<file path="config.mk">
export PLATFORM = sky130hd
export DESIGN_NAME = next_fit_block_allocator
export DESIGN_NICKNAME = d
export VERILOG_FILES = /design/src/nfba_pkg.sv /design/src/next_fit_block_allocator.sv /design/src/nfba_ctrl.sv /design/src/nfba_dp.sv
export SDC_FILE = /design/constraint.sdc
export NUM_CORES = 1
export LEC_CHECK = 0
export ABC_AREA = 1
export BUFFER_PORTS_ARGS = -buffer_cell sky130_fd_sc_hd__clkbuf_2
export CAP_MARGIN = 30
export CORE_ASPECT_RATIO = 0.5
export CORE_MARGIN = 2
export CORE_UTILIZATION = 40
export DETAILED_ROUTE_END_ITERATION = 8
export PLACE_DENSITY_LB_ADDON = 0.15
export SLEW_MARGIN = 20
export SYNTH_ARGS = -nofsm -noshare
export SYNTH_HDL_FRONTEND = slang
export SYNTH_SLANG_ARGS = --single-unit
</file>
<file path="constraint.sdc">
create_clock -name i_clk -period 8.7 [get_ports i_clk]
set_input_delay 1.74 -clock i_clk [delete_from_list [all_inputs] [get_ports i_clk]]
set_output_delay 1.74 -clock i_clk [all_outputs]
set_load 0.05 [all_outputs]
</file>
<file path="src/nfba_pkg.sv">
// Shared types, constants and helpers for the next-fit block allocator.
// No dependencies; imported by every module of the block.
package nfba_pkg;

    // Pool geometry
    localparam int BLOCKS  = 64;
    localparam int IDX_W   = $clog2(BLOCKS);
    localparam int CNT_W   = $clog2(BLOCKS + 1);
    localparam int BB_W    = 8;
    localparam int OFF_W   = 14;
    localparam int PROD_W  = IDX_W + BB_W + 1;

    // Stream widths
    localparam int IN_TDATA_W  = 8;
    localparam int OUT_TDATA_W = 32;
    localparam int OUT_PAD_W   = OUT_TDATA_W - IDX_W - OFF_W - CNT_W;
    localparam int IN_PAD_W    = IN_TDATA_W - IDX_W;

    // Configuration register indexes
    localparam logic CFG_BLOCK_BYTES   = 1'b0;
    localparam logic CFG_BLOCKS_IN_USE = 1'b1;

    // Reset values of the configuration registers
    localparam logic [BB_W-1:0]  BB_RESET  = BB_W'(1);
    localparam logic [CNT_W-1:0] CAP_RESET = CNT_W'(BLOCKS);

    // Request operations
    localparam logic OP_ALLOC = 1'b0;
    localparam logic OP_FREE  = 1'b1;

    typedef enum logic [1:0] {
        ST_OK       = 2'd0,
        ST_FULL     = 2'd1,
        ST_BAD_FREE = 2'd2
    } t_status;

    typedef enum logic [1:0] {
        S_IDLE,
        S_CALC,
        S_EMIT
    } t_state;

    // Commands from the controller to the datapath
    typedef struct packed {
        logic load_req;
        logic commit;
        logic load_out;
    } t_cmd;

    typedef logic [BLOCKS-1:0] t_map;

    typedef struct packed {
        logic             found;
        logic [IDX_W-1:0] idx;
    } t_find;

    // Lowest set bit of a mark vector
    function automatic t_find find_first(input t_map v);
        t_find r;
        r.found = 1'b0;
        r.idx   = '0;
        for (int i = BLOCKS - 1; i >= 0; i--) begin
            if (v[i]) begin
                r.found = 1'b1;
                r.idx   = IDX_W'(i);
            end
        end
        return r;
    endfunction

endpackage

</file>
<file path="src/next_fit_block_allocator.sv">
// Next-fit pool allocator of equal-size blocks: top level.
// Depends on nfba_pkg, nfba_ctrl and nfba_dp.
//
// One allocate or free request is taken at a time. A request is accepted in
// the idle cycle, its free-mark search (allocate) or mark check (free) and
// the update of marks, scan position and used count happen in the next
// cycle, and the result, with its data offset from a 6 x 9 bit multiply, is
// loaded into the output register in the emit state, as soon as that register
// is free. A new request can be accepted once that result is loaded, while
// it still waits in the output register; the output register stalls the block
// only when a second result is ready before the first has been taken. The
// search over the 64 marks is registered ahead of the offset multiply.
// The marks are cleared by reset at once.
// Configuration writes are always ready and must be made only while no
// request is in flight.
module next_fit_block_allocator
    import nfba_pkg::*;
(
    input  logic                   i_clk,
    input  logic                   i_rst_n,
    // Configuration write channel
    input  logic                   i_cfg_valid,
    output logic                   o_cfg_ready,
    input  logic                   i_cfg_index,
    input  logic [BB_W-1:0]        i_cfg_data,
    // Request stream
    input  logic                   s_axis_tvalid,
    output logic                   s_axis_tready,
    input  logic [IN_TDATA_W-1:0]  s_axis_tdata,   // [5:0] block_index, [7:6] zero
    input  logic                   s_axis_tuser,   // [0] operation
    // Result stream
    output logic                   m_axis_tvalid,
    input  logic                   m_axis_tready,
    output logic [OUT_TDATA_W-1:0] m_axis_tdata,   // [5:0] granted_index,
                                                   // [19:6] data_offset,
                                                   // [26:20] used_count, [31:27] zero
    output logic [1:0]             m_axis_tuser    // [1:0] status
);

    t_cmd cmd;

    assign o_cfg_ready = 1'b1;

    nfba_ctrl u_ctrl (
        .i_clk       (i_clk),
        .i_rst_n     (i_rst_n),
        .i_in_valid  (s_axis_tvalid),
        .o_in_ready  (s_axis_tready),
        .o_out_valid (m_axis_tvalid),
        .i_out_ready (m_axis_tready),
        .o_cmd       (cmd)
    );

    nfba_dp u_dp (
        .i_clk         (i_clk),
        .i_rst_n       (i_rst_n),
        .i_cmd         (cmd),
        .i_cfg_we      (i_cfg_valid),
        .i_cfg_index   (i_cfg_index),
        .i_cfg_data    (i_cfg_data),
        .i_operation   (s_axis_tuser),
        .i_block_index (s_axis_tdata[IDX_W-1:0]),
        .o_status      (m_axis_tuser),
        .o_tdata       (m_axis_tdata)
    );

endmodule

</file>
<file path="src/nfba_ctrl.sv">
// Request sequencer of the next-fit block allocator: accept, search, emit.
// Depends on nfba_pkg; drives the datapath through a t_cmd struct.
module nfba_ctrl
    import nfba_pkg::*;
(
    input  logic i_clk,
    input  logic i_rst_n,
    input  logic i_in_valid,
    output logic o_in_ready,
    output logic o_out_valid,
    input  logic i_out_ready,
    output t_cmd o_cmd
);

    t_state r_state, n_state;
    logic   r_out_valid, n_out_valid;

    // State and output-valid registers
    always_ff @(posedge i_clk) begin
        if (!i_rst_n) begin
            r_state     <= S_IDLE;
            r_out_valid <= 1'b0;
        end else begin
            r_state     <= n_state;
            r_out_valid <= n_out_valid;
        end
    end

    // Next state and commands
    always_comb begin
        n_state          = r_state;
        o_cmd            = '0;
        o_in_ready       = 1'b0;
        n_out_valid      = r_out_valid && !i_out_ready;
        case (r_state)
            S_IDLE: begin
                o_in_ready = 1'b1;
                if (i_in_valid) begin
                    o_cmd.load_req = 1'b1;
                    n_state        = S_CALC;
                end
            end
            S_CALC: begin
                o_cmd.commit = 1'b1;
                n_state      = S_EMIT;
            end
            S_EMIT: begin
                // hold the result until the output register is free
                if (!r_out_valid || i_out_ready) begin
                    o_cmd.load_out = 1'b1;
                    n_out_valid    = 1'b1;
                    n_state        = S_IDLE;
                end
            end
            default: begin
                n_state = S_IDLE;
            end
        endcase
    end

    assign o_out_valid = r_out_valid;

endmodule

</file>
<file path="src/nfba_dp.sv">
// Datapath of the next-fit block allocator: marks, counters, search, offset.
// Depends on nfba_pkg; steered by the t_cmd struct from nfba_ctrl.
module nfba_dp
    import nfba_pkg::*;
(
    input  logic                   i_clk,
    input  logic                   i_rst_n,
    input  t_cmd                   i_cmd,
    input  logic                   i_cfg_we,
    input  logic                   i_cfg_index,
    input  logic [BB_W-1:0]        i_cfg_data,
    input  logic                   i_operation,
    input  logic [IDX_W-1:0]       i_block_index,
    output logic [1:0]             o_status,
    output logic [OUT_TDATA_W-1:0] o_tdata
);

    logic [BB_W-1:0]        r_block_bytes;
    logic [CNT_W-1:0]       r_blocks_in_use;
    t_map                   r_map;
    logic [IDX_W-1:0]       r_scan;
    logic [CNT_W-1:0]       r_taken;
    logic                   r_op;
    logic [IDX_W-1:0]       r_req;
    t_status                r_res_status;
    logic [IDX_W-1:0]       r_res_idx;
    t_status                r_out_status;
    logic [OUT_TDATA_W-1:0] r_out_tdata;

    logic [CNT_W-1:0] cap;
    logic [IDX_W-1:0] start;
    t_map             v_free;
    t_map             v_hi;
    t_find            f_hi;
    t_find            f_all;
    logic             bad_free;
    logic             full;
    t_status          n_status;
    logic [IDX_W-1:0] n_idx;
    logic [BB_W:0]    stride;
    logic [PROD_W-1:0] prod;
    logic [OFF_W-1:0] offset;

    // Clamp the capacity to 1..BLOCKS
    always_comb begin
        if (r_blocks_in_use == '0) begin
            cap = CNT_W'(1);
        end else if (r_blocks_in_use > CNT_W'(BLOCKS)) begin
            cap = CNT_W'(BLOCKS);
        end else begin
            cap = r_blocks_in_use;
        end
    end

    // Candidate free marks: in range, and at or after the scan start
    always_comb begin
        start = ({1'b0, r_scan} >= cap) ? '0 : r_scan;
        for (int i = 0; i < BLOCKS; i++) begin
            v_free[i] = !r_map[i] && (CNT_W'(i) < cap);
            v_hi[i]   = v_free[i] && (IDX_W'(i) >= start);
        end
        f_hi  = find_first(v_hi);
        f_all = find_first(v_free);
    end

    // Decide the outcome of the held request
    always_comb begin
        full     = r_taken >= cap;
        bad_free = ({1'b0, r_req} >= cap) || !r_map[r_req];
        n_status = ST_OK;
        n_idx    = '0;
        if (r_op == OP_ALLOC) begin
            if (full) begin
                n_status = ST_FULL;
            end else if (f_hi.found) begin
                n_idx = f_hi.idx;
            end else if (f_all.found) begin
                n_idx = f_all.idx;
            end else begin
                n_status = ST_FULL;
            end
        end else begin
            if (bad_free) begin
                n_status = ST_BAD_FREE;
            end else begin
                n_idx = r_req;
            end
        end
    end

    // Configuration registers
    always_ff @(posedge i_clk) begin
        if (!i_rst_n) begin
            r_block_bytes   <= BB_RESET;
            r_blocks_in_use <= CAP_RESET;
        end else if (i_cfg_we) begin
            case (i_cfg_index)
                CFG_BLOCK_BYTES:   r_block_bytes   <= i_cfg_data;
                CFG_BLOCKS_IN_USE: r_blocks_in_use <= i_cfg_data[CNT_W-1:0];
                default:           r_block_bytes   <= r_block_bytes;
            endcase
        end
    end

    // Allocation state: marks, scan position, used count
    always_ff @(posedge i_clk) begin
        if (!i_rst_n) begin
            r_map   <= '0;
            r_scan  <= '0;
            r_taken <= '0;
        end else if (i_cmd.commit && n_status == ST_OK) begin
            if (r_op == OP_ALLOC) begin
                r_map[n_idx] <= 1'b1;
                r_scan       <= n_idx;
                r_taken      <= r_taken + CNT_W'(1);
            end else begin
                r_map[n_idx] <= 1'b0;
                if (r_taken != '0) begin
                    r_taken <= r_taken - CNT_W'(1);
                end
            end
        end
    end

    // Request and result holding registers
    always_ff @(posedge i_clk) begin
        if (i_cmd.load_req) begin
            r_op  <= i_operation;
            r_req <= i_block_index;
        end
        if (i_cmd.commit) begin
            r_res_status <= n_status;
            r_res_idx    <= n_idx;
        end
    end

    // Byte offset of the user data: index * (block_bytes + 1) + 1
    always_comb begin
        stride = {1'b0, r_block_bytes} + (BB_W + 1)'(1);
        prod   = PROD_W'(r_res_idx) * PROD_W'(stride);
        offset = (r_res_status == ST_OK) ? OFF_W'(prod + PROD_W'(1)) : '0;
    end

    // Output register
    always_ff @(posedge i_clk) begin
        if (i_cmd.load_out) begin
            r_out_status <= r_res_status;
            r_out_tdata  <= {{OUT_PAD_W{1'b0}}, r_taken, offset, r_res_idx};
        end
    end

    assign o_status = r_out_status;
    assign o_tdata  = r_out_tdata;

endmodule

</file>
Word-level counts from Yosys, hierarchy flattened
Cells that the tools add are included.
{"block": "totals", "ff_bits": 139, "input_bits": 23, "out_inout_bits": 37, "wordCells": 533}
{"block": "op_classes", "addsub": 4, "n_mul": 1, "n_lt_le_gt_ge": 135, "n_eq_ne": 5, "muxes": 159, "bitwise": 5, "n_reduce_logical": 210}
{"cell": "$mux W7", "n": 132}
{"cell": "$lt A6 B7 Y1 const A", "n": 32}
{"cell": "$ge A6 B6 Y1 const A", "n": 32}
{"cell": "$logic_and A1 B1 Y1", "n": 131}
{"cell": "$lt A5 B7 Y1 const A", "n": 16}
{"cell": "$ge A5 B6 Y1 const A", "n": 16}
{"cell": "$logic_not A1 Y1", "n": 67}
{"cell": "$and A64 B64 Y64", "n": 1}
{"cell": "$mux W64", "n": 1}
{"cell": "$not A64 Y64", "n": 1}
{"cell": "$or A64 B64 Y64", "n": 1}
{"cell": "$lt A4 B7 Y1 const A", "n": 8}
{"cell": "$ge A4 B6 Y1 const A", "n": 8}
{"cell": "$mux W6", "n": 6}
{"cell": "$lt A3 B7 Y1 const A", "n": 4}
{"cell": "$ge A3 B6 Y1 const A", "n": 4}
{"cell": "$add A14 B1 Y14 const B", "n": 1}
{"cell": "$ge A6 B7 Y1", "n": 2}
{"cell": "$lt A1 B7 Y1 const A", "n": 2}
{"cell": "$lt A2 B7 Y1 const A", "n": 2}
{"cell": "$lt A6 B7 Y1 const B", "n": 2}
{"cell": "$mul A6 B9 Y14", "n": 1}
{"cell": "$ge A1 B6 Y1 const A", "n": 2}
{"cell": "$ge A2 B6 Y1 const A", "n": 2}
{"cell": "other kinds (21)", "n": 45}

Depth between registers and ports, before layout
Gate-level depths: netlist of run 1.
{"block": "logic_depth", "word_depth": 81, "depth_mapped": 84, "mapped_depth_nobuf": 80}

By module
Synthesis of run 1 repeated with hierarchy kept, for this count alone.
{"block": "hier_totals", "hier_cells": 1972, "hier_area_um2": 12358.1}
{"mod": "nfba_dp", "n_inst": 1, "cells_each": 1950, "area_per_inst_um2": 12196.7, "seq_area_each_um2": 3163.0}
{"mod": "nfba_ctrl", "n_inst": 1, "cells_each": 20, "area_per_inst_um2": 150.1, "seq_area_each_um2": 60.1}
{"mod": "next_fit_block_allocator", "n_inst": 1, "cells_each": 2, "area_per_inst_um2": 11.3, "seq_area_each_um2": 0.0}

Least setup slack after synthesis of run 1
No wires, ideal clock.
{"block": "synth_timing", "path_kind": "flip-flop to flip-flop", "from": "reg u_dp.r_blocks_in_use[2]", "to": "reg with a tool-made name", "setup_time_ns": 0.110, "t_arrival_ns": 5.509, "required_ns": 8.590, "setup_slack_ns": 3.081, "path_stages_with_launch": 85, "path_buffers": 4, "period_less_slack_ns": 5.619, "cell_sequence": "dfxtp_1 > buf_4 > inv_2 > nand2_1 > nor3_1 > nand2_1 > nand2_1 > nand2_1 > ha_1 > a21oi_1 > nand2_1 > nand2_1 > and2_4 > nand2_4 > nor2_4 > buf_6 > inv_2 > o21bai_2 > [49 not listed] > nand2_1 > nand2_1 > nand2_1 > nand2_1 > nand2_1 > nand2_1 > nand2_1 > nand2_1 > nand2_1 > nand2_1 > nand2_2 > nand2_2 > buf_6 > buf_6 > nand3_2 > nand2_1 > inv_2 > nor2_1"}
{"item": "start: declaration", "line_no": "nfba_dp.sv:19", "text": "logic [CNT_W-1:0] r_blocks_in_use;"}
{"item": "start signal: assignment", "line_no": "nfba_dp.sv:99", "text": "CFG_BLOCKS_IN_USE: r_blocks_in_use <= i_cfg_data[CNT_W-1:0];"}

==> results of run 1 <==
through the flow:
| stage | instances | total power [mW] | area (sq um) |
|---|---|---|---|
| after floorplan | 1925 | 1.097 | 12120 |
| after global placement | 2320 | 1.221 | 12700 |
| after detailed placement | 2321 | 1.224 | 12710 |
| after CTS | 2353 | 1.982 | 13310 |
| after global routing | 2355 | 2.087 | 13340 |
| final | 2355 | 1.981 | 13340 |
synthesized netlist by cell type (12+ instances only):
cell type  instances  area [sq um]
nand4_1           75         469.2
inv_1            327          1227
a21oi_1          119         595.6
inv_2             12         45.04
nor2_1           293          1100
nand2_1          412          1546
nor3_1            41         205.2
ha_1              49         613.1
o211ai_1          13         97.59
a211oi_1          14         105.1
clkbuf_1          43         161.4
fa_1              29         580.6
nor4_1            13         81.33
o21ai_0          127         635.6
edfxtp_1          44          1321
nand3_1           83         415.4
dfxtp_1           95          1902
cell usage in the layout, fill, tap and decap left out, types with 6 or more instances in the layout:
| cell | instances |
|---|---|
| nand2_1 | 412 |
| inv_1 | 327 |
| nor2_1 | 289 |
| o21ai_0 | 127 |
| a21oi_1 | 119 |
| dfxtp_1 | 95 |
| nand3_1 | 83 |
| nand4_1 | 75 |
| clkbuf_2 | 50 |
| ha_1 | 49 |
| edfxtp_1 | 44 |
| nor3_1 | 40 |
| fa_1 | 29 |
| buf_4 | 27 |
| clkbuf_16 | 17 |
| a211oi_1 | 14 |
| o211ai_1 | 13 |
| nor4_1 | 13 |
| inv_2 | 12 |
| nand3_2 | 10 |
| a31oi_1 | 9 |
| o21bai_1 | 8 |
| o21ai_1 | 7 |
| o21a_1 | 7 |
| xor2_1 | 7 |
| nor2_2 | 6 |
| nand2_2 | 6 |
| conb_1 | 6 |
worst max-delay path by stage:
stage / start / endpoint / slack (ns) / depth (start not counted)
after floorplan: u_dp.r_blocks_in_use[2]$_SDFFE_PN0P_ / flop / 3.08 / 84
after global placement: u_dp.r_blocks_in_use[2]$_SDFFE_PN0P_ / flop / 1.27 / 34
after detailed placement: u_dp.r_blocks_in_use[2]$_SDFFE_PN0P_ / flop / 1.28 / 79
after CTS: u_dp.r_blocks_in_use[2]$_SDFFE_PN0P_ / flop / 1.24 / 79
after global routing: u_dp.r_blocks_in_use[2]$_SDFFE_PN0P_ / flop / 0.07 / 79
final: u_dp.r_blocks_in_use[2]$_SDFFE_PN0P_ / flop / 1.0 / 79
cells by family (layout without fill, tap and decap cells):
| kind of cell | after synthesis | count (layout) |
|---|---|---|
| adder cells (fa/ha/maj) | 78 | 78 |
| XOR/XNOR | 9 | 9 |
| other | 2 | 6 |
| flip-flops | 139 | 139 |
| AO/OA/AOI/OAI | 327 | 327 |
| buffers and inverters | 416 | 455 |
| AND/OR/NAND/NOR | 950 | 950 |
cell type report:
cell class              count  area share [%]
clock inverters            13           1.247
repair buffers             80           3.676
multi-input cells        1370           54.36
inverters                 343           9.648
clock buffers              19           3.244
flip-flops and latches    139           24.15
well taps                 391           3.666
routing by layer:
layer  wire length, um  up-vias  GRT usage, %
li1                  -     6251             -
met4               715        0         6.164
met1             18050     5650         33.56
met5                 0        -             0
met2             17700      431         41.70
met3              3334       47         5.725
power by group through the flow:
stage                     Combinational (mW)  Clock (mW)  Sequential [mW]
after floorplan                        0.368           0            0.729
after global placement                 0.494           0            0.727
after detailed placement               0.497           0            0.727
after CTS                              0.500       0.770            0.713
after global routing                   0.572       0.800            0.715
final                                  0.507       0.761            0.714
==> flow_summary_export.csv, run 1 <==
group,metric,value,unit
synthesis,synth_cells,1921,
cts,cts_setup_buffers,0,
cts,clockBufferDepth,2,
drt,ant_nets,0,
power,cellLeakagePower,6.408,nW
drt,drc_errors,0,
placement,post-place-ws,1.277,ns
timing,setup_slack,0.9986,ns
synthesis,ys.warnings.count,0,
global_routing,grt_overflow,0,
timing,final-hold-violation-count,0,
min_path,holdPathStages,1,
layout,post-route-util,45.39,%
cts,hold_buffers,0,
global_routing,grt_usage,25.20,%
die,dieArea,0.03174,sq mm
synthesis,seq_area_frac_synth,26.64,%
setup_path,end_kind,"flop",
timing,setup_viol,0,
drt,viasPerCell,5.256,
synthesis,synth-xor-area-share,0.6514,%
timing,period_share,88.52,%
cts,path_clk_slew,0.07,ns
setup_path,slowest_delay,0.64,ns
global_routing,grt_pass1_vias,11600,
drt,dr_total_vias,12380,
min_path,hp-start,"u_ctrl.r_state[1]$_SDFFE_PN0P_",
setup_path,path_max_fanout,66,
placement,gp_congestion,1.034,
synthesis,synth_top_flop_cell,"dfxtp_1",
cts,clock_latency,0.44,ns
synthesis,netlist_area,0.01210,sq mm
power,p_comb_share,25.6,%
power,ir_worst_vdd,0.09693,mV
cts,cts_tree,"done",
timing,fmax,129.8,MHz
timing,setup-tns-final,0,ns
layout,n_fill_cell,3100,
timing,worst_pin_slew,1.010,ns
power,clkPwrFrac,38.4,%
synthesis,ys_ff_latch,139,
status,outcome,"completed",
setup_path,reg2reg_depth,79,
synthesis,synth_top_family_by_area,"simple AND/OR/NAND/NOR gates",
setup_path,cp_data_arrival_time,8.07,ns
power,internal_power,1.285,mW
layout,area_growth,10.28,%
setup_path,crit_family,"simple AND/OR/NAND/NOR gates",
synthesis,synth-compound-area-share,15.19,%
layout,antennaDiodeCount,0,
cts,cts_root_buf,"clkbuf_16",
die,num_rows,44,
setup_path,reg2reg_from,"u_dp.r_blocks_in_use[2]$_SDFFE_PN0P_",
power,p_per_area,148.5,mW/mm^2
layout,multi_input_area,0.007254,sq mm
cts,htreeDepth,4,
power,pwr-share-seq,36.0,%
synthesis,synth.avg_cell_area,6.299,sq um
power,p_sw,0.6958,mW
timing,final.setup_skew,0.01709,ns
setup_path,crit_top_cell,"nand2_1",
cts,clock_sinks,139,
timing,whs,0.4728,ns
timing,slew_viol_final,0,
power,p_sw_share,35.12,%
min_path,whs_endpoint,"u_ctrl.r_state[0]$_SDFFE_PN0P_",
drt,wire_per_inst,16.90,um
layout,regArea,0.003223,sq mm
layout,final_net_count,2052,
global_routing,antenna_found_initial,0,
flow_run,cap_violations,0,
die,core_area,0.02940,sq mm
setup_path,cpMaxStageDelayCell,"dfxtp_1",
drt,finalWirelength,39800,um
synthesis,synthAdderAreaFrac,9.865,%
drt,firstDrtPassIters,6,
setup_path,start_kind,"flop",
layout,drive_gt1_share,8.045,%
die,fp.dieW,250.0,um
synthesis,ys_types,50,
global_routing,grt_pass1_wl,62230,um
synthesis,synthMuxAreaShare,0,%
min_path,hp-class,"reg2reg",
die,start_util,41.16,%
timing,rsz0062_at_grt,"false",
die,ios,60,
placement,io_buffers,51,
placement,dpl.hpwl,30540,um
synthesis,async_reset_ff_share,0,%
timing,fin_crit,7.701,ns
setup_path,crit_type,"reg2reg",
cts,post_cts_resized,0,
setup_path,path_buf_inv,3,
global_routing,grt_max_degree,90,
drt,drtIter0Drc,1216,
die,dieHeight,127.0,um
timing,slew_headroom,32.13,%
cts,cts_buffers,17,
synthesis,synth-simple-area-share,33.94,%
setup_path,r2r_slack,1.0,ns
synthesis,synth-edff-count,44,
setup_path,required,9.07,ns
No activity file was read; power rests on OpenSTA's default activity.
==> inputs of run 2 (changes only) <==
--- a/config.mk
+++ b/config.mk
@@ -12,6 +12,7 @@
 export CORE_MARGIN = 2
 export CORE_UTILIZATION = 40
 export DETAILED_ROUTE_END_ITERATION = 8
+export GPL_TIMING_DRIVEN = 1
 export PLACE_DENSITY_LB_ADDON = 0.15
 export SLEW_MARGIN = 20
 export SYNTH_ARGS = -nofsm -noshare
==> constraint.sdc (replaced) <==
create_clock -name i_clk -period 8.7 [get_ports i_clk]
set_input_delay 0.435 -clock i_clk [delete_from_list [all_inputs] [get_ports i_clk]]
set_output_delay 0.435 -clock i_clk [all_outputs]
set_load 0.05 [all_outputs]
==> run 2 against run 1 <==
  * Wire length rose by 2.1%
  * Clock power fell by 5.8%
  * Total power fell by 2.1%
  * Largest cell class unchanged
  * Maximum frequency rose by 1.5%
  * Combinational power barely moved
  * Flip-flop and latch count did not move
  * Utilization fell by 0.15 points
==> flow_summary_export.csv, run 2 (synthesis results as in run 1) <==
group,metric,value,unit
drt,drc_errors,0,
setup_path,end_kind,"flop",
cts,post_cts_resized,0,
cts,clock_latency,0.44,ns
timing,setup-tns-final,0,ns
setup_path,crit_top_cell,"nand2_1",
drt,ant_nets,0,
cts,clock_sinks,139,
status,outcome,"completed",
layout,antennaDiodeCount,0,
drt,viasPerCell,5.250,
power,p_per_area,145.8,mW/mm^2
die,num_rows,44,
global_routing,grt_max_degree,75,
timing,period_share,87.19,%
cts,cts_buffers,17,
setup_path,crit_type,"reg2reg",
timing,fmax,131.8,MHz
timing,final.setup_skew,0.01585,ns
drt,firstDrtPassIters,5,
layout,post-route-util,45.24,%
setup_path,required,9.02,ns
power,internal_power,1.232,mW
global_routing,grt_pass1_vias,11510,
timing,setup_viol,0,
power,total_power,1.939,mW
layout,final_cell_mix,"nand2_1, inv_1, nor2_1",
global_routing,grt_usage,25.69,%
drt,dr_total_vias,12370,
setup_path,cpMaxStageDelayCell,"dfxtp_1",
layout,drive_gt1_share,8.142,%
cts,cts_root_buf,"clkbuf_16",
global_routing,antenna_found_initial,0,
layout,regArea,0.003223,sq mm
placement,io_buffers,51,
global_routing,grt_pass1_wl,63050,um
layout,n_fill_cell,3122,
layout,multi_input_area,0.007254,sq mm
power,p_sw,0.7073,mW
cts,htreeDepth,4,
die,dieArea,0.03174,sq mm
cts,clockBufferDepth,2,
cts,path_clk_slew,0.06,ns
timing,worst_pin_slew,1.090,ns
power,ir_worst_vdd,0.1286,mV
setup_path,cp_data_arrival_time,7.91,ns
timing,rsz0062_at_grt,"false",
layout,final_common_cell,"nand2_1",
cts,hold_buffers,0,
layout,area_growth,9.917,%
drt,drtIter0Drc,1144,
die,dieHeight,127.0,um
global_routing,grt_overflow,0,
timing,slew_viol_final,0,
drt,finalWirelength,40630,um
setup_path,path_max_fanout,66,
placement,gp_congestion,0.9689,
die,start_util,41.16,%
timing,fin_crit,7.586,ns
min_path,hp-class,"in2reg",
power,clkPwrFrac,37.0,%
layout,final_net_count,2053,
setup_path,slowest_delay,0.64,ns
power,pwr-share-seq,36.8,%
flow_run,cap_violations,0,
setup_path,start_kind,"flop",
drt,wire_per_inst,17.25,um
timing,whs,0.1686,ns
cts,cts_tree,"done",
placement,dpl.hpwl,31220,um
die,ios,60,
timing,slew_headroom,26.80,%
power,p_comb_share,26.2,%
die,core_area,0.02940,sq mm
timing,final-hold-violation-count,0,
die,fp.dieW,250.0,um
power,cellLeakagePower,6.383,nW
cts,cts_setup_buffers,0,
power,p_sw_share,36.48,%
-- run 2: cell count changes in the layout (fill, tap and decap cells not counted), sizes merged --
| cell | delta |
|---|---|
| clkbuf | +1 |
| bufinv | -2 |
| clkinvlp | +2 |
| inv | +3 |
| clkinv | -3 |
-- run 2: area by class of cell --
cell class	instances	area share, %
Tap cell	391	3.678
Clock inverter	13	0.9972
Timing Repair Buffer	81	3.612
Inverter	343	9.680
Clock buffer	19	3.255
Multi-Input combinational cell	1370	54.54
Sequential cell	139	24.23
-- run 2: metrics by stage --
step / setup slack [ns] / cells / cell area (sq um)
finish: 1.115 / 2356 / 13300
global route: 0.1240 / 2356 / 13300
CTS: 1.309 / 2355 / 13290
detailed placement: 1.346 / 2323 / 12730
global placement: 1.330 / 2323 / 12730
floorplan: 3.081 / 1925 / 12120
-- run 2: power by group through the flow --
stage	clock network, mW	registers [mW]	logic (mW)
after floorplan	0	0.729	0.368
after global placement	0	0.727	0.499
after detailed placement	0	0.727	0.500
after CTS	0.734	0.712	0.503
after global routing	0.760	0.715	0.572
final	0.717	0.713	0.509
-- run 2: worst paths after layout --
| path | startpoint | to | slack [ns] | cells past startpoint |
|---|---|---|---|---|
| max | u_dp.r_blocks_in_use[2]$_SDFFE_PN0P_ | flop | 1.11 | 78 |
| min | s_axis_tdata[0] | u_dp.r_req[0]$_DFFE_PP_ | 0.17 | 1 |
| max reg2reg | u_dp.r_blocks_in_use[2]$_SDFFE_PN0P_ | flop | 1.11 | 78 |
| min reg2reg | u_dp.r_res_status[0]$_DFFE_PN_ | u_dp.o_status[0]$_DFFE_PP_ | 0.46 | 0 |
-- run 2: critical path: cells and delay by family, from the launching register on --
kind | cells | cell delay [ns]
adders and majority gates | 1 | 0.35
and+or+nand+nor | 74 | 5.47
AOI/OAI and AO/OA | 1 | 0.19
buffers and inverters | 2 | 0.78
DFF | 1 | 0.64
-- run 2: routing by layer --
layer,up-vias,wire length [um],track usage [%]
met3,47,2921,5.562
met4,0,824,7.150
met2,384,17470,41.09
met1,5679,19410,35.19
met5,-,0,0
li1,6260,-,-
==> inputs of run 3 (changes only) <==
--- a/config.mk
+++ b/config.mk
@@ -6,10 +6,9 @@
 export NUM_CORES = 1
 export LEC_CHECK = 0
 export ABC_AREA = 1
-export BUFFER_PORTS_ARGS = -buffer_cell sky130_fd_sc_hd__clkbuf_2
+export BUFFER_PORTS_ARGS = -buffer_cell sky130_fd_sc_hd__buf_4
 export CAP_MARGIN = 30
-export CORE_ASPECT_RATIO = 0.5
-export CORE_MARGIN = 2
+export CORE_ASPECT_RATIO = 0.7
 export CORE_UTILIZATION = 40
 export DETAILED_ROUTE_END_ITERATION = 8
 export GPL_TIMING_DRIVEN = 1
==> run 3 against run 2 <==
  * Combinational power up 4%
  * Hold slack worse by 0.0076 ns
  * Design area up 0.82%
  * Clock power up 2.8%
  * Critical path type unchanged
  * Sequential share of layout area down 0.20 points
  * Via count up 2.3%
  * Sequential power about the same
  * Final cell count up 0.25%
  * Die area down 2.5%
  * Non-clock buffer count down 8
  * Utilization up 0.46 points
==> flow_summary_export.csv, run 3 (synthesis results as in run 1) <==
group,metric,value,unit
status,outcome,"completed",
timing,whs,0.1610,ns
die,core_area,0.02934,sq mm
global_routing,grt_overflow,0,
setup_path,path_buf_inv,5,
cts,cts_tree,"done",
cts,post_cts_resized,0,
timing,final.setup_skew,0.01069,ns
placement,io_buffers,51,
die,fp.dieW,209.9,um
placement,placed_cells,2327,
drt,dr_total_vias,12660,
cts,clock_sinks,139,
setup_path,cpMaxStageDelayCell,"nor2_1",
drt,viasPerCell,5.358,
setup_path,crit_family,"simple AND/OR/NAND/NOR gates",
drt,finalWirelength,42610,um
power,clkPwrFrac,37.3,%
setup_path,cp_data_arrival_time,8.32,ns
flow_run,cap_violations,0,
timing,period_share,91.16,%
global_routing,grt_usage,27.82,%
min_path,hp-class,"in2reg",
timing,final-hold-violation-count,0,
drt,drtIter0Drc,1622,
timing,setup_slack,0.7691,ns
placement,placed_area,0.01279,sq mm
timing,worst_pin_slew,1.017,ns
placement,post-place-ws,1.248,ns
drt,wire_per_inst,18.04,um
power,pwr-share-seq,36.1,%
die,dieArea,0.03096,sq mm
timing,fin_crit,7.931,ns
global_routing,grt_max_degree,90,
cts,htreeDepth,4,
layout,fin_area,0.01341,sq mm
power,p_sw,0.7109,mW
cts,hold_buffers,0,
global_routing,grt_pass1_wl,65090,um
layout,final_cells,2362,
timing,rsz0062_at_grt,"false",
timing,slew_headroom,31.78,%
cts,clockBufferDepth,2,
setup_path,slowest_delay,0.76,ns
power,internal_power,1.268,mW
timing,setup-tns-final,0,ns
die,num_rows,52,
layout,drive_gt1_share,7.665,%
layout,final_net_count,2045,
placement,dpl.hpwl,32920,um
cts,path_clk_slew,0.06,ns
layout,final_cell_mix,"nand2_1, inv_1, nor2_1",
global_routing,antenna_found_initial,0,
setup_path,start_kind,"flop",
drt,firstDrtPassIters,8,
layout,antennaDiodeCount,0,
drt,ant_nets,0,
drt,drc_errors,0,
die,ios,60,
timing,setup_viol,0,
power,p_sw_share,35.93,%
power,p_comb_share,26.7,%
power,ir_worst_vdd,0.1231,mV
setup_path,end_kind,"flop",
setup_path,crit_top_cell,"nand2_1",
timing,fmax,126.1,MHz
layout,final_common_cell,"nand2_1",
cts,clock_latency,0.45,ns
cts,cts_setup_buffers,0,
power,p_per_area,147.6,mW/mm^2
cts,cts_buffers,17,
setup_path,path_max_fanout,12,
placement,gp_congestion,0.9753,
cts,cts_root_buf,"clkbuf_16",
global_routing,grt_pass1_vias,11000,
layout,area_growth,10.82,%
power,cellLeakagePower,6.405,nW
setup_path,required,9.08,ns
die,dieHeight,147.5,um
timing,slew_viol_final,0,
die,start_util,41.24,%
setup_path,crit_type,"reg2reg",
run 3: cell count changes in the layout (fill, tap and decap cells not counted), sizes merged:
cell      previous run  this run
clkinvlp             4         0
clkinv               6         8
buf                 30        73
clkbuf              70        22
inv                345       344
run 3: worst reg2reg max path, delay by kind of cell (launching register included):
family,cells,cell delay (ns)
AOI/OAI and AO/OA,3,0.90
DFF,1,0.56
and+or+nand+nor,25,5.17
adders and majority gates,1,0.35
buffers and inverters,5,0.91
run 3: worst paths after layout:
check | startpoint | end | slack (ns) | cells after the start
max | u_dp.r_blocks_in_use[2]$_SDFFE_PN0P_ | flop | 0.77 | 34
min | s_axis_tuser | u_dp.r_op$_DFFE_PP_ | 0.16 | 1
max reg2reg | u_dp.r_blocks_in_use[2]$_SDFFE_PN0P_ | flop | 0.77 | 34
min reg2reg | u_dp.r_res_status[0]$_DFFE_PN_ | u_dp.o_status[0]$_DFFE_PP_ | 0.46 | 0
run 3: per-layer routing:
| layer | GRT usage, % | vias up | wire (um) |
|---|---|---|---|
| li1 | - | 6249 | - |
| met1 | 45.58 | 5829 | 21830 |
| met2 | 35.93 | 532 | 15900 |
| met3 | 5.311 | 45 | 4307 |
| met4 | 6.423 | 0 | 565 |
| met5 | 0 | - | 0 |
run 3: through the flow:
step	power (mW)	utilization, %
finish	1.979	45.70
CTS	1.978	45.60
detailed placement	1.240	43.60
global route	2.077	45.70
floorplan	1.097	-
global placement	1.233	43.58
run 3: power groups by stage:
stage | sequential, mW | clock (mW) | combinational (mW)
after global routing | 0.715 | 0.778 | 0.583
after floorplan | 0.729 | 0 | 0.368
after global placement | 0.727 | 0 | 0.506
final | 0.714 | 0.737 | 0.528
after detailed placement | 0.727 | 0 | 0.513
after CTS | 0.713 | 0.750 | 0.516
run 3: layout make-up:
cell class                 instances  area [sq um]
sequential                       139          3223
fill                            3111         15930
tap                              405         506.7
inverter                         343          1287
timing repair buffer              73         553.0
clock inverter                    10         100.1
multi-input combinational       1370          7252
clock buffer                      22         486.7
